### src/bounded_deque_unit_defines.svh
// Assertion macros used by the bounded deque unit datapath.
// No dependencies; the checks compile away when SYNTHESIS is defined.
`ifndef BOUNDED_DEQUE_UNIT_DEFINES_SVH
`define BOUNDED_DEQUE_UNIT_DEFINES_SVH
`ifndef SYNTHESIS
`define BDQ_ASSERT(lbl, clk, rstn, prop, msg) \
    lbl: assert property (@(posedge clk) disable iff (!rstn) prop) else $error(msg);
`define BDQ_ASSERT_CLK(lbl, prop, msg) `BDQ_ASSERT(lbl, aclk, aresetn, prop, msg)
`else
`define BDQ_ASSERT(lbl, clk, rstn, prop, msg)
`define BDQ_ASSERT_CLK(lbl, prop, msg)
`endif
`endif

### src/bdq_pkg.sv
// Types and constants for the bounded deque unit.
// Used by the controller, the datapath and the top level; no dependencies.
package bdq_pkg;

    localparam int DEPTH  = 16;
    localparam int DATA_W = 32;
    localparam int IDX_W  = $clog2(DEPTH);
    localparam int CNT_W  = $clog2(DEPTH + 1);

    localparam logic [CNT_W-1:0] DEPTH_CNT  = CNT_W'(DEPTH);
    localparam logic [IDX_W:0]   DEPTH_RING = (IDX_W + 1)'(DEPTH);

    typedef enum logic [2:0] {
        CMD_PUSH_FRONT = 3'd0,
        CMD_PUSH_BACK  = 3'd1,
        CMD_POP_FRONT  = 3'd2,
        CMD_POP_BACK   = 3'd3,
        CMD_DUMP       = 3'd4
    } cmd_t;

    typedef enum logic [1:0] {
        RS_OK    = 2'd0,
        RS_EMPTY = 2'd1,
        RS_FULL  = 2'd2
    } rstat_t;

    typedef enum logic [1:0] {
        ST_IDLE,
        ST_EXEC,
        ST_POP,
        ST_DUMP
    } state_t;

    // Commands from the controller to the datapath.
    typedef struct packed {
        logic   load_item;
        logic   rd_en;
        logic   commit;
        logic   dump_clear;
        logic   dump_step;
        logic   emit;
        rstat_t emit_status;
        logic   emit_data;
        logic   emit_last;
    } dp_cmd_t;

    // Status from the datapath to the controller.
    typedef struct packed {
        cmd_t cmd;
        logic empty;
        logic full;
        logic dump_last;
        logic out_free;
    } dp_stat_t;

endpackage

### src/bdq_ctrl.sv
// Controller state machine of the bounded deque unit.
// Depends on bdq_pkg; drives the datapath through dp_cmd_t.
module bdq_ctrl import bdq_pkg::*; (
    input  logic     aclk,
    input  logic     aresetn,
    input  logic     s_tvalid,
    output logic     s_tready,
    input  dp_stat_t stat,
    output dp_cmd_t  ctrl
);

    state_t state_reg;
    state_t state_next;

    always_ff @(posedge aclk) begin
        if (!aresetn) begin
            state_reg <= ST_IDLE;
        end else begin
            state_reg <= state_next;
        end
    end

    always_comb begin
        state_next = state_reg;
        case (state_reg)
            ST_IDLE: begin
                if (s_tvalid) begin
                    state_next = ST_EXEC;
                end
            end
            ST_EXEC: begin
                case (stat.cmd)
                    CMD_PUSH_FRONT, CMD_PUSH_BACK: begin
                        if (stat.out_free) begin
                            state_next = ST_IDLE;
                        end
                    end
                    CMD_POP_FRONT, CMD_POP_BACK: begin
                        if (!stat.empty) begin
                            state_next = ST_POP;
                        end else if (stat.out_free) begin
                            state_next = ST_IDLE;
                        end
                    end
                    CMD_DUMP: begin
                        if (!stat.empty) begin
                            state_next = ST_DUMP;
                        end else if (stat.out_free) begin
                            state_next = ST_IDLE;
                        end
                    end
                    default: begin
                        state_next = ST_IDLE;
                    end
                endcase
            end
            ST_POP: begin
                if (stat.out_free) begin
                    state_next = ST_IDLE;
                end
            end
            ST_DUMP: begin
                if (stat.out_free && stat.dump_last) begin
                    state_next = ST_IDLE;
                end
            end
            default: begin
                state_next = ST_IDLE;
            end
        endcase
    end

    always_comb begin
        ctrl     = '0;
        s_tready = 1'b0;
        case (state_reg)
            ST_IDLE: begin
                s_tready       = 1'b1;
                ctrl.load_item = s_tvalid;
            end
            ST_EXEC: begin
                case (stat.cmd)
                    CMD_PUSH_FRONT, CMD_PUSH_BACK: begin
                        if (stat.out_free) begin
                            ctrl.emit        = 1'b1;
                            ctrl.emit_status = stat.full ? RS_FULL : RS_OK;
                            ctrl.emit_last   = 1'b1;
                            ctrl.commit      = !stat.full;
                        end
                    end
                    CMD_POP_FRONT, CMD_POP_BACK, CMD_DUMP: begin
                        if (!stat.empty) begin
                            // Start the store read; POP or DUMP emits the value.
                            ctrl.rd_en      = 1'b1;
                            ctrl.dump_clear = (stat.cmd == CMD_DUMP);
                        end else if (stat.out_free) begin
                            ctrl.emit        = 1'b1;
                            ctrl.emit_status = RS_EMPTY;
                            ctrl.emit_last   = 1'b1;
                        end
                    end
                    default: begin
                        ctrl = '0;
                    end
                endcase
            end
            ST_POP: begin
                if (stat.out_free) begin
                    ctrl.emit        = 1'b1;
                    ctrl.emit_status = RS_OK;
                    ctrl.emit_data   = 1'b1;
                    ctrl.emit_last   = 1'b1;
                    ctrl.commit      = 1'b1;
                end
            end
            ST_DUMP: begin
                if (stat.out_free) begin
                    // Each transfer but the last also fetches the following entry.
                    ctrl.emit        = 1'b1;
                    ctrl.emit_status = RS_OK;
                    ctrl.emit_data   = 1'b1;
                    ctrl.emit_last   = stat.dump_last;
                    ctrl.dump_step   = !stat.dump_last;
                    ctrl.rd_en       = !stat.dump_last;
                end
            end
            default: begin
                ctrl = '0;
            end
        endcase
    end

endmodule

### src/bdq_dp.sv
// Datapath of the bounded deque unit: ring store, pointers and output register.
// Depends on bdq_pkg and the assertion macros in bounded_deque_unit_defines.svh.
`include "bounded_deque_unit_defines.svh"
module bdq_dp import bdq_pkg::*; (
    input  logic              aclk,
    input  logic              aresetn,
    input  logic [2:0]        s_tuser,
    input  logic [DATA_W-1:0] s_tdata,
    input  dp_cmd_t           ctrl,
    output dp_stat_t          stat,
    input  logic              m_tready,
    output logic              m_tvalid,
    output logic [DATA_W-1:0] m_tdata,
    output logic [1:0]        m_tuser,
    output logic              m_tlast
);

    function automatic logic [IDX_W-1:0] ring_add(input logic [IDX_W-1:0] a,
                                                  input logic [IDX_W-1:0] b);
        logic [IDX_W:0] sum;
        sum = {1'b0, a} + {1'b0, b};
        if (sum >= DEPTH_RING) begin
            sum = sum - DEPTH_RING;
        end
        return sum[IDX_W-1:0];
    endfunction

    logic [DATA_W-1:0] store_mem [DEPTH];

    cmd_t              cmd_reg;
    logic [DATA_W-1:0] value_reg;
    logic [DATA_W-1:0] rd_data_reg;
    logic [IDX_W-1:0]  front_reg, front_next;
    logic [CNT_W-1:0]  count_reg, count_next;
    logic [IDX_W-1:0]  dump_idx_reg, dump_idx_next;
    logic              out_valid_reg, out_valid_next;
    logic [DATA_W-1:0] out_data_reg;
    rstat_t            out_status_reg;
    logic              out_last_reg;

    logic [IDX_W-1:0] front_dec, front_inc, back_pos, tail_pos;
    logic [IDX_W-1:0] rd_addr, wr_addr;
    logic             is_push, is_pop, mem_we;

    assign front_dec = (front_reg == '0) ? IDX_W'(DEPTH - 1) : front_reg - IDX_W'(1);
    assign front_inc = ring_add(front_reg, IDX_W'(1));
    assign back_pos  = ring_add(front_reg, count_reg[IDX_W-1:0] - IDX_W'(1));
    // Only used when the queue is not full, so the count fits the index.
    assign tail_pos  = ring_add(front_reg, count_reg[IDX_W-1:0]);

    assign is_push = (cmd_reg == CMD_PUSH_FRONT) || (cmd_reg == CMD_PUSH_BACK);
    assign is_pop  = (cmd_reg == CMD_POP_FRONT) || (cmd_reg == CMD_POP_BACK);
    assign mem_we  = ctrl.commit && is_push;
    assign wr_addr = (cmd_reg == CMD_PUSH_FRONT) ? front_dec : tail_pos;

    always_comb begin
        dump_idx_next = dump_idx_reg;
        if (ctrl.dump_clear) begin
            dump_idx_next = '0;
        end else if (ctrl.dump_step) begin
            dump_idx_next = dump_idx_reg + IDX_W'(1);
        end
    end

    always_comb begin
        case (cmd_reg)
            CMD_POP_FRONT: rd_addr = front_reg;
            CMD_POP_BACK:  rd_addr = back_pos;
            default:       rd_addr = ring_add(front_reg, dump_idx_next);
        endcase
    end

    always_comb begin
        front_next = front_reg;
        count_next = count_reg;
        if (ctrl.commit) begin
            case (cmd_reg)
                CMD_PUSH_FRONT: begin
                    front_next = front_dec;
                    count_next = count_reg + CNT_W'(1);
                end
                CMD_PUSH_BACK: begin
                    count_next = count_reg + CNT_W'(1);
                end
                CMD_POP_FRONT: begin
                    front_next = front_inc;
                    count_next = count_reg - CNT_W'(1);
                end
                CMD_POP_BACK: begin
                    count_next = count_reg - CNT_W'(1);
                end
                default: begin
                    count_next = count_reg;
                end
            endcase
        end
    end

    always_comb begin
        out_valid_next = out_valid_reg;
        if (ctrl.emit) begin
            out_valid_next = 1'b1;
        end else if (m_tready) begin
            out_valid_next = 1'b0;
        end
    end

    always_ff @(posedge aclk) begin
        if (!aresetn) begin
            front_reg     <= '0;
            count_reg     <= '0;
            out_valid_reg <= 1'b0;
        end else begin
            front_reg     <= front_next;
            count_reg     <= count_next;
            out_valid_reg <= out_valid_next;
        end
    end

    always_ff @(posedge aclk) begin
        if (ctrl.load_item) begin
            cmd_reg   <= cmd_t'(s_tuser);
            value_reg <= s_tdata;
        end
        dump_idx_reg <= dump_idx_next;
        if (ctrl.emit) begin
            out_data_reg   <= ctrl.emit_data ? rd_data_reg : '0;
            out_status_reg <= ctrl.emit_status;
            out_last_reg   <= ctrl.emit_last;
        end
    end

    always_ff @(posedge aclk) begin
        if (mem_we) begin
            store_mem[wr_addr] <= value_reg;
        end
        if (ctrl.rd_en) begin
            rd_data_reg <= store_mem[rd_addr];
        end
    end

    assign stat.cmd       = cmd_reg;
    assign stat.empty     = (count_reg == '0);
    assign stat.full      = (count_reg == DEPTH_CNT);
    assign stat.dump_last = ((CNT_W'(dump_idx_reg) + CNT_W'(1)) == count_reg);
    assign stat.out_free  = !out_valid_reg || m_tready;

    assign m_tvalid = out_valid_reg;
    assign m_tdata  = out_data_reg;
    assign m_tuser  = out_status_reg;
    assign m_tlast  = out_last_reg;

    `BDQ_ASSERT_CLK(a_count_bound, count_reg <= DEPTH_CNT, "entry count exceeds capacity")
    `BDQ_ASSERT_CLK(a_emit_room, ctrl.emit |-> stat.out_free, "result overwrites pending one")
    `BDQ_ASSERT_CLK(a_no_push_full, mem_we |-> !stat.full, "push committed into full queue")
    `BDQ_ASSERT_CLK(a_pop_count, (ctrl.commit && is_pop) |=> (count_reg == $past(count_reg) - CNT_W'(1)), "pop did not drop count")

endmodule

### src/bounded_deque_unit.sv
// Top level of the bounded deque unit.
// Depends on bdq_pkg, bdq_ctrl and bdq_dp.
// A double-ended queue of up to 16 signed 32-bit values in a ring store. The
// command arrives in s_tuser and the value in s_tdata; each accepted item
// produces one result transfer, except a dump of a non-empty queue, which sends
// one transfer per stored entry from front to back with m_tlast on the final
// one, and an undefined command, which sends nothing. Items are handled one at
// a time: a push, or a pop or dump meeting an empty queue, has its result
// loaded into the output register from the execute state; a pop first reads
// the store, which has a registered read port, and a dump reads its entries
// in turn. The next item is accepted in the cycle after the last result of the
// previous one is loaded into the output register, so a result waiting on
// m_tready does not hold off the next input transfer.
module bounded_deque_unit import bdq_pkg::*; (
    input  logic              aclk,
    input  logic              aresetn,
    input  logic              s_tvalid,
    output logic              s_tready,
    input  logic [DATA_W-1:0] s_tdata,   // [31:0] value
    input  logic [2:0]        s_tuser,   // [2:0] cmd
    output logic              m_tvalid,
    input  logic              m_tready,
    output logic [DATA_W-1:0] m_tdata,   // [31:0] result_value
    output logic [1:0]        m_tuser,   // [1:0] status
    output logic              m_tlast
);

    dp_cmd_t  ctrl;
    dp_stat_t stat;

    bdq_ctrl u_ctrl (
        .aclk     (aclk),
        .aresetn  (aresetn),
        .s_tvalid (s_tvalid),
        .s_tready (s_tready),
        .stat     (stat),
        .ctrl     (ctrl)
    );

    bdq_dp u_dp (
        .aclk     (aclk),
        .aresetn  (aresetn),
        .s_tuser  (s_tuser),
        .s_tdata  (s_tdata),
        .ctrl     (ctrl),
        .stat     (stat),
        .m_tready (m_tready),
        .m_tvalid (m_tvalid),
        .m_tdata  (m_tdata),
        .m_tuser  (m_tuser),
        .m_tlast  (m_tlast)
    );

endmodule
### config.mk
export PLATFORM = sky130hd
export DESIGN_NAME = bounded_deque_unit
export DESIGN_NICKNAME = d
export VERILOG_FILES = /design/src/bdq_pkg.sv /design/src/bdq_ctrl.sv /design/src/bdq_dp.sv /design/src/bounded_deque_unit.sv
export VERILOG_INCLUDE_DIRS = /design/src /design/src/src
export SDC_FILE = /design/constraint.sdc
export NUM_CORES = 1
export LEC_CHECK = 0
export BUFFER_PORTS_ARGS = -buffer_cell sky130_fd_sc_hd__buf_2
export CAP_MARGIN = 20
export CORE_MARGIN = 2
export CORE_UTILIZATION = 60
export CTS_BUF_LIST = sky130_fd_sc_hd__clkbuf_8
export CTS_CLUSTER_SIZE = 8
export DETAILED_ROUTE_END_ITERATION = 10
export PLACE_DENSITY = 0.8
export SYNTH_ARGS = -nofsm -noshare
export SYNTH_HDL_FRONTEND = slang
export SYNTH_SLANG_ARGS = --single-unit
### constraint.sdc
create_clock -name aclk -period 6 [get_ports aclk]
set_input_delay 1.2 -clock aclk [delete_from_list [all_inputs] [get_ports aclk]]
set_output_delay 1.2 -clock aclk [all_outputs]
set_load 0.01 [all_outputs]
==> key figures <==
Floorplanning
  • Std-Cell Rows: 74
  • Starting Density: 60.7%
  • Die area: around 0.043 mm^2
  • # IOs: 76
  • Die width: 207 um
  • Die H: just over 200 um
  • Core Region: roughly 0.04 mm^2

Timing
  • Layout Skew: about 0.028 ns
  • Unrepaired setup endpoints after global routing: false
  • Normalized max-slew margin: about a quarter
  • Ratio of final minimum period to clock period: 83.8%
  • TNS Setup: 0 ns
  • Setup-failing EPs final: 0
  • PnR worst setup slack: about 0.97 ns
  • Worst Max-Slew Pin Slew: 1.10 ns
  • Final hold violation count: 0
  • Fmax: between 150 and 200 MHz
  • Final min period: around 5.0 ns
  • Fin. max-slew vios: 0

Detailed routing
  • ANT nets after route: 0
  • DR iter-0 viols: about 1200
  • DRC viols: 0
  • Via count: around 12000
  • Vias/cell: between 6 and 7
  • Drt wl/cell: 25.3 um
  • Final Routed Wirelength: slightly below 50 mm
  • DRT Pass-1 Iters: 5

Setup path
  • Worst r2r src: u_dp.dump_idx_reg[0]
  • R2R depth: 17
  • Crit path DAT: 5.51 ns
  • Startpoint types: flip-flop
  • Crit Path Max Fanout: 20
  • CP endpoint kind: flip-flop
  • Crit path kind: reg2reg
  • R2r endpoint: u_dp.rd_data_reg[7]
  • Worst EP required: roughly 6.5 ns
  • Reg2reg setup slack: a little under 1 ns

Pwr
  • Sw Ratio: between 20 and 25%
  • Internal cell power: 0.00660 W
  • Reg power frac: between 50% and 60%
  • Pwr per Cell Area: a little over 300 mW/mm^2
  • Clk pwr share: between 30 and 40%
  • Combinational power share: 5.2%
  • Net Sw Power: between 0.0015 and 0.002 W
  • Pwr Total: 0.00845 W
  • Static leakage: 9.34 nW
  • Peak supply drop: 0.166 mV

Cells and area
  • Seq. cell area: 0.0188 mm^2
  • Layout Cells excl Fill: between 1500 and 2000
  • Multi-input gate area: just under 0.006 mm^2
  • Most frequent cells in the layout: edfxtp_1 (614), mux4_2 (128), mux2i_1 (100), clkbuf_8 (97), buf_2 (75)
  • Nets: ~1400
  • Layout area overhead: 11.4%
  • Ant diodes: 0
  • Filler cells: 2490
  • Layout Utilization: about two thirds
  • Max FFs per register: 512
  • Layout cells sized above 1: ~28%
  • Most common cell after layout, fill and taps aside: edfxtp_1
  • Top reg by flops: u_dp.store_mem

Clock tree
  • Clk root buf: clkbuf_8
  • Clk Latency, worst-skew pair: 0.67 ns
  • Longest Clk Path Bufs: 3
  • Setup Fix Bufs, Post-CTS: 0
  • CTS Hold Buffers Added: 0
  • CTS Sinks: 630
  • Cts bufs inserted: between 90 and 100
  • Reg clk slew, reported paths: around 0.060 ns
  • CTS tree: built
  • Resized Gates After CTS: 0
  • H-tree Lvls: 3

Min path
  • Hold crit path type: reg2reg
  • HP Start: u_dp.rd_data_reg[22]
  • Min-Delay Path Depth: 1
  • Worst hold endpoint: u_dp.m_tdata[22]

Synthesis
  • FF+latch count, synth: 630
  • Ys flop type: edfxtp_1
  • Net Count, Synth: 1231
  • Post-Synthesis Cells: 1169
  • Mapped Area: around 0.025 mm^2
  • Yosys warns: 0
  • Post-synthesis sequential area ratio: between 70% and 80%
  • Distinct cell type count after synthesis: 60
  • Share of the synthesized area in the top cell type: approximately three quarters
  • EDFF count, synth: 614
  • Synth area leader: edfxtp_1
  • Synth Area per Inst: about 21 um^2
  • Ranking of synthesized cells by area: edfxtp_1 (75%), mux4_2 (12%), mux2i_1 (4.1%), dfxtp_1 (1.3%), ha_1 (1.0%)
  • Asr flop ratio synth: 0%

GRT
  • First-pass GRT wire length: ~73 mm
  • Vias in the first global route: between 10000 and 15000
  • Tot GR Track Use: approximately a quarter
  • Grt total ovfl: 0
  • Initial antenna violation count: 1
  • Largest net degree at the start of global routing: 97

Placed design
  • PortBufs: 75
  • Inst Count DP: between 1500 and 2000
  • Pre-CTS setup slack: 0.973 ns
  • HPWL after DPL: approximately 26 mm
  • GP Congestion: about 0.86

Flow run
  • Maxcap violations: 0

Run status
  • Status: finished clean
cells in the mapped netlist, drive strengths merged, types with 9 or more instances:
| master | number |
|---|---|
| buf | 31 |
| inv | 9 |
| nor2 | 33 |
| nor2b | 10 |
| ha | 20 |
| mux2i | 101 |
| edfxtp | 614 |
| mux4 | 128 |
| clkbuf | 19 |
| nand2 | 31 |
| and2 | 35 |
| a21oi | 14 |
| dfxtp | 16 |
| xnor2 | 15 |
| o21ai | 13 |
power groups by stage:
stage               combinational, W  sequential, W  clock [W]
floorplan                   0.000335        0.00502          0
global placement            0.000432        0.00503          0
detailed placement          0.000445        0.00504          0
CTS                         0.000447        0.00495    0.00312
global route                0.000476        0.00496    0.00330
finish                      0.000441        0.00495    0.00306
final cells by class:
class	instances	share of cell area, %
Sequential cell	630	68.1
Multi-Input combinational cell	476	21.0
Clock buffer	97	4.85
Timing Repair Buffer	109	2.47
Tap cell	532	2.42
Clock inverter	58	1.05
Inverter	9	0.123
worst max path at each step:
stage                               startpoint                   end  slack (ns)  depth (start not counted)
after global routing      u_dp.dump_idx_reg[0]  u_dp.rd_data_reg[23]        0.70                         17
after CTS                 u_dp.dump_idx_reg[0]   u_dp.rd_data_reg[7]        0.93                         17
after global placement                m_tready  u_dp.rd_data_reg[16]        1.22                         14
after detailed placement  u_dp.dump_idx_reg[0]   u_dp.rd_data_reg[7]        0.97                         17
final                     u_dp.dump_idx_reg[0]   u_dp.rd_data_reg[7]        0.97                         17
after floorplan                       m_tready  u_dp.store_mem[1][0]        1.53                          8
kinds of logic after synthesis:
family,Yosys count,synth area share (%)
DFF,630,75.9
muxes,231,15.9
AOI/OAI and AO/OA,59,1.69
xor gates and xnor gates,22,0.810
adders and majority gates,23,1.26
and+or+nand+nor,141,3.08
buffers and inverters,63,1.42
critical path: stages, from the launching register on:
cell and delay (ns):
dfxtp_1 0.36, ha_1 0.29, and3_1 0.19, or4_4 0.52
a211oi_4 0.47, nor2_4 0.12, nand2_1 0.11, xor2_1 0.18
nor2_1 0.07, mux2_2 0.27, ha_1 0.30, a21oi_1 0.48
xnor2_1 0.19, o221ai_1 0.32, nor3_4 0.09, a21oi_4 0.14
buf_4 0.45, mux2i_1 0.28
metal layers:
layer	up-vias	global-route usage [%]	share of wire, %
li1	5067	-	-
met1	6088	33.2	40
met2	537	38.3	50
met3	87	4.71	8.1
met4	2	7.12	1.9
met5	-	0	0.027
through the flow:
step	instance area [um^2]	hold slack, ns
2_1_floorplan	24700	0.489
3_3_place_gp	25900	0.500
3_5_place_dp	25900	0.514
4_1_cts	27500	0.520
5_1_grt	27500	0.540
6_report	27500	0.522
(Power assumes the default switching activity.)
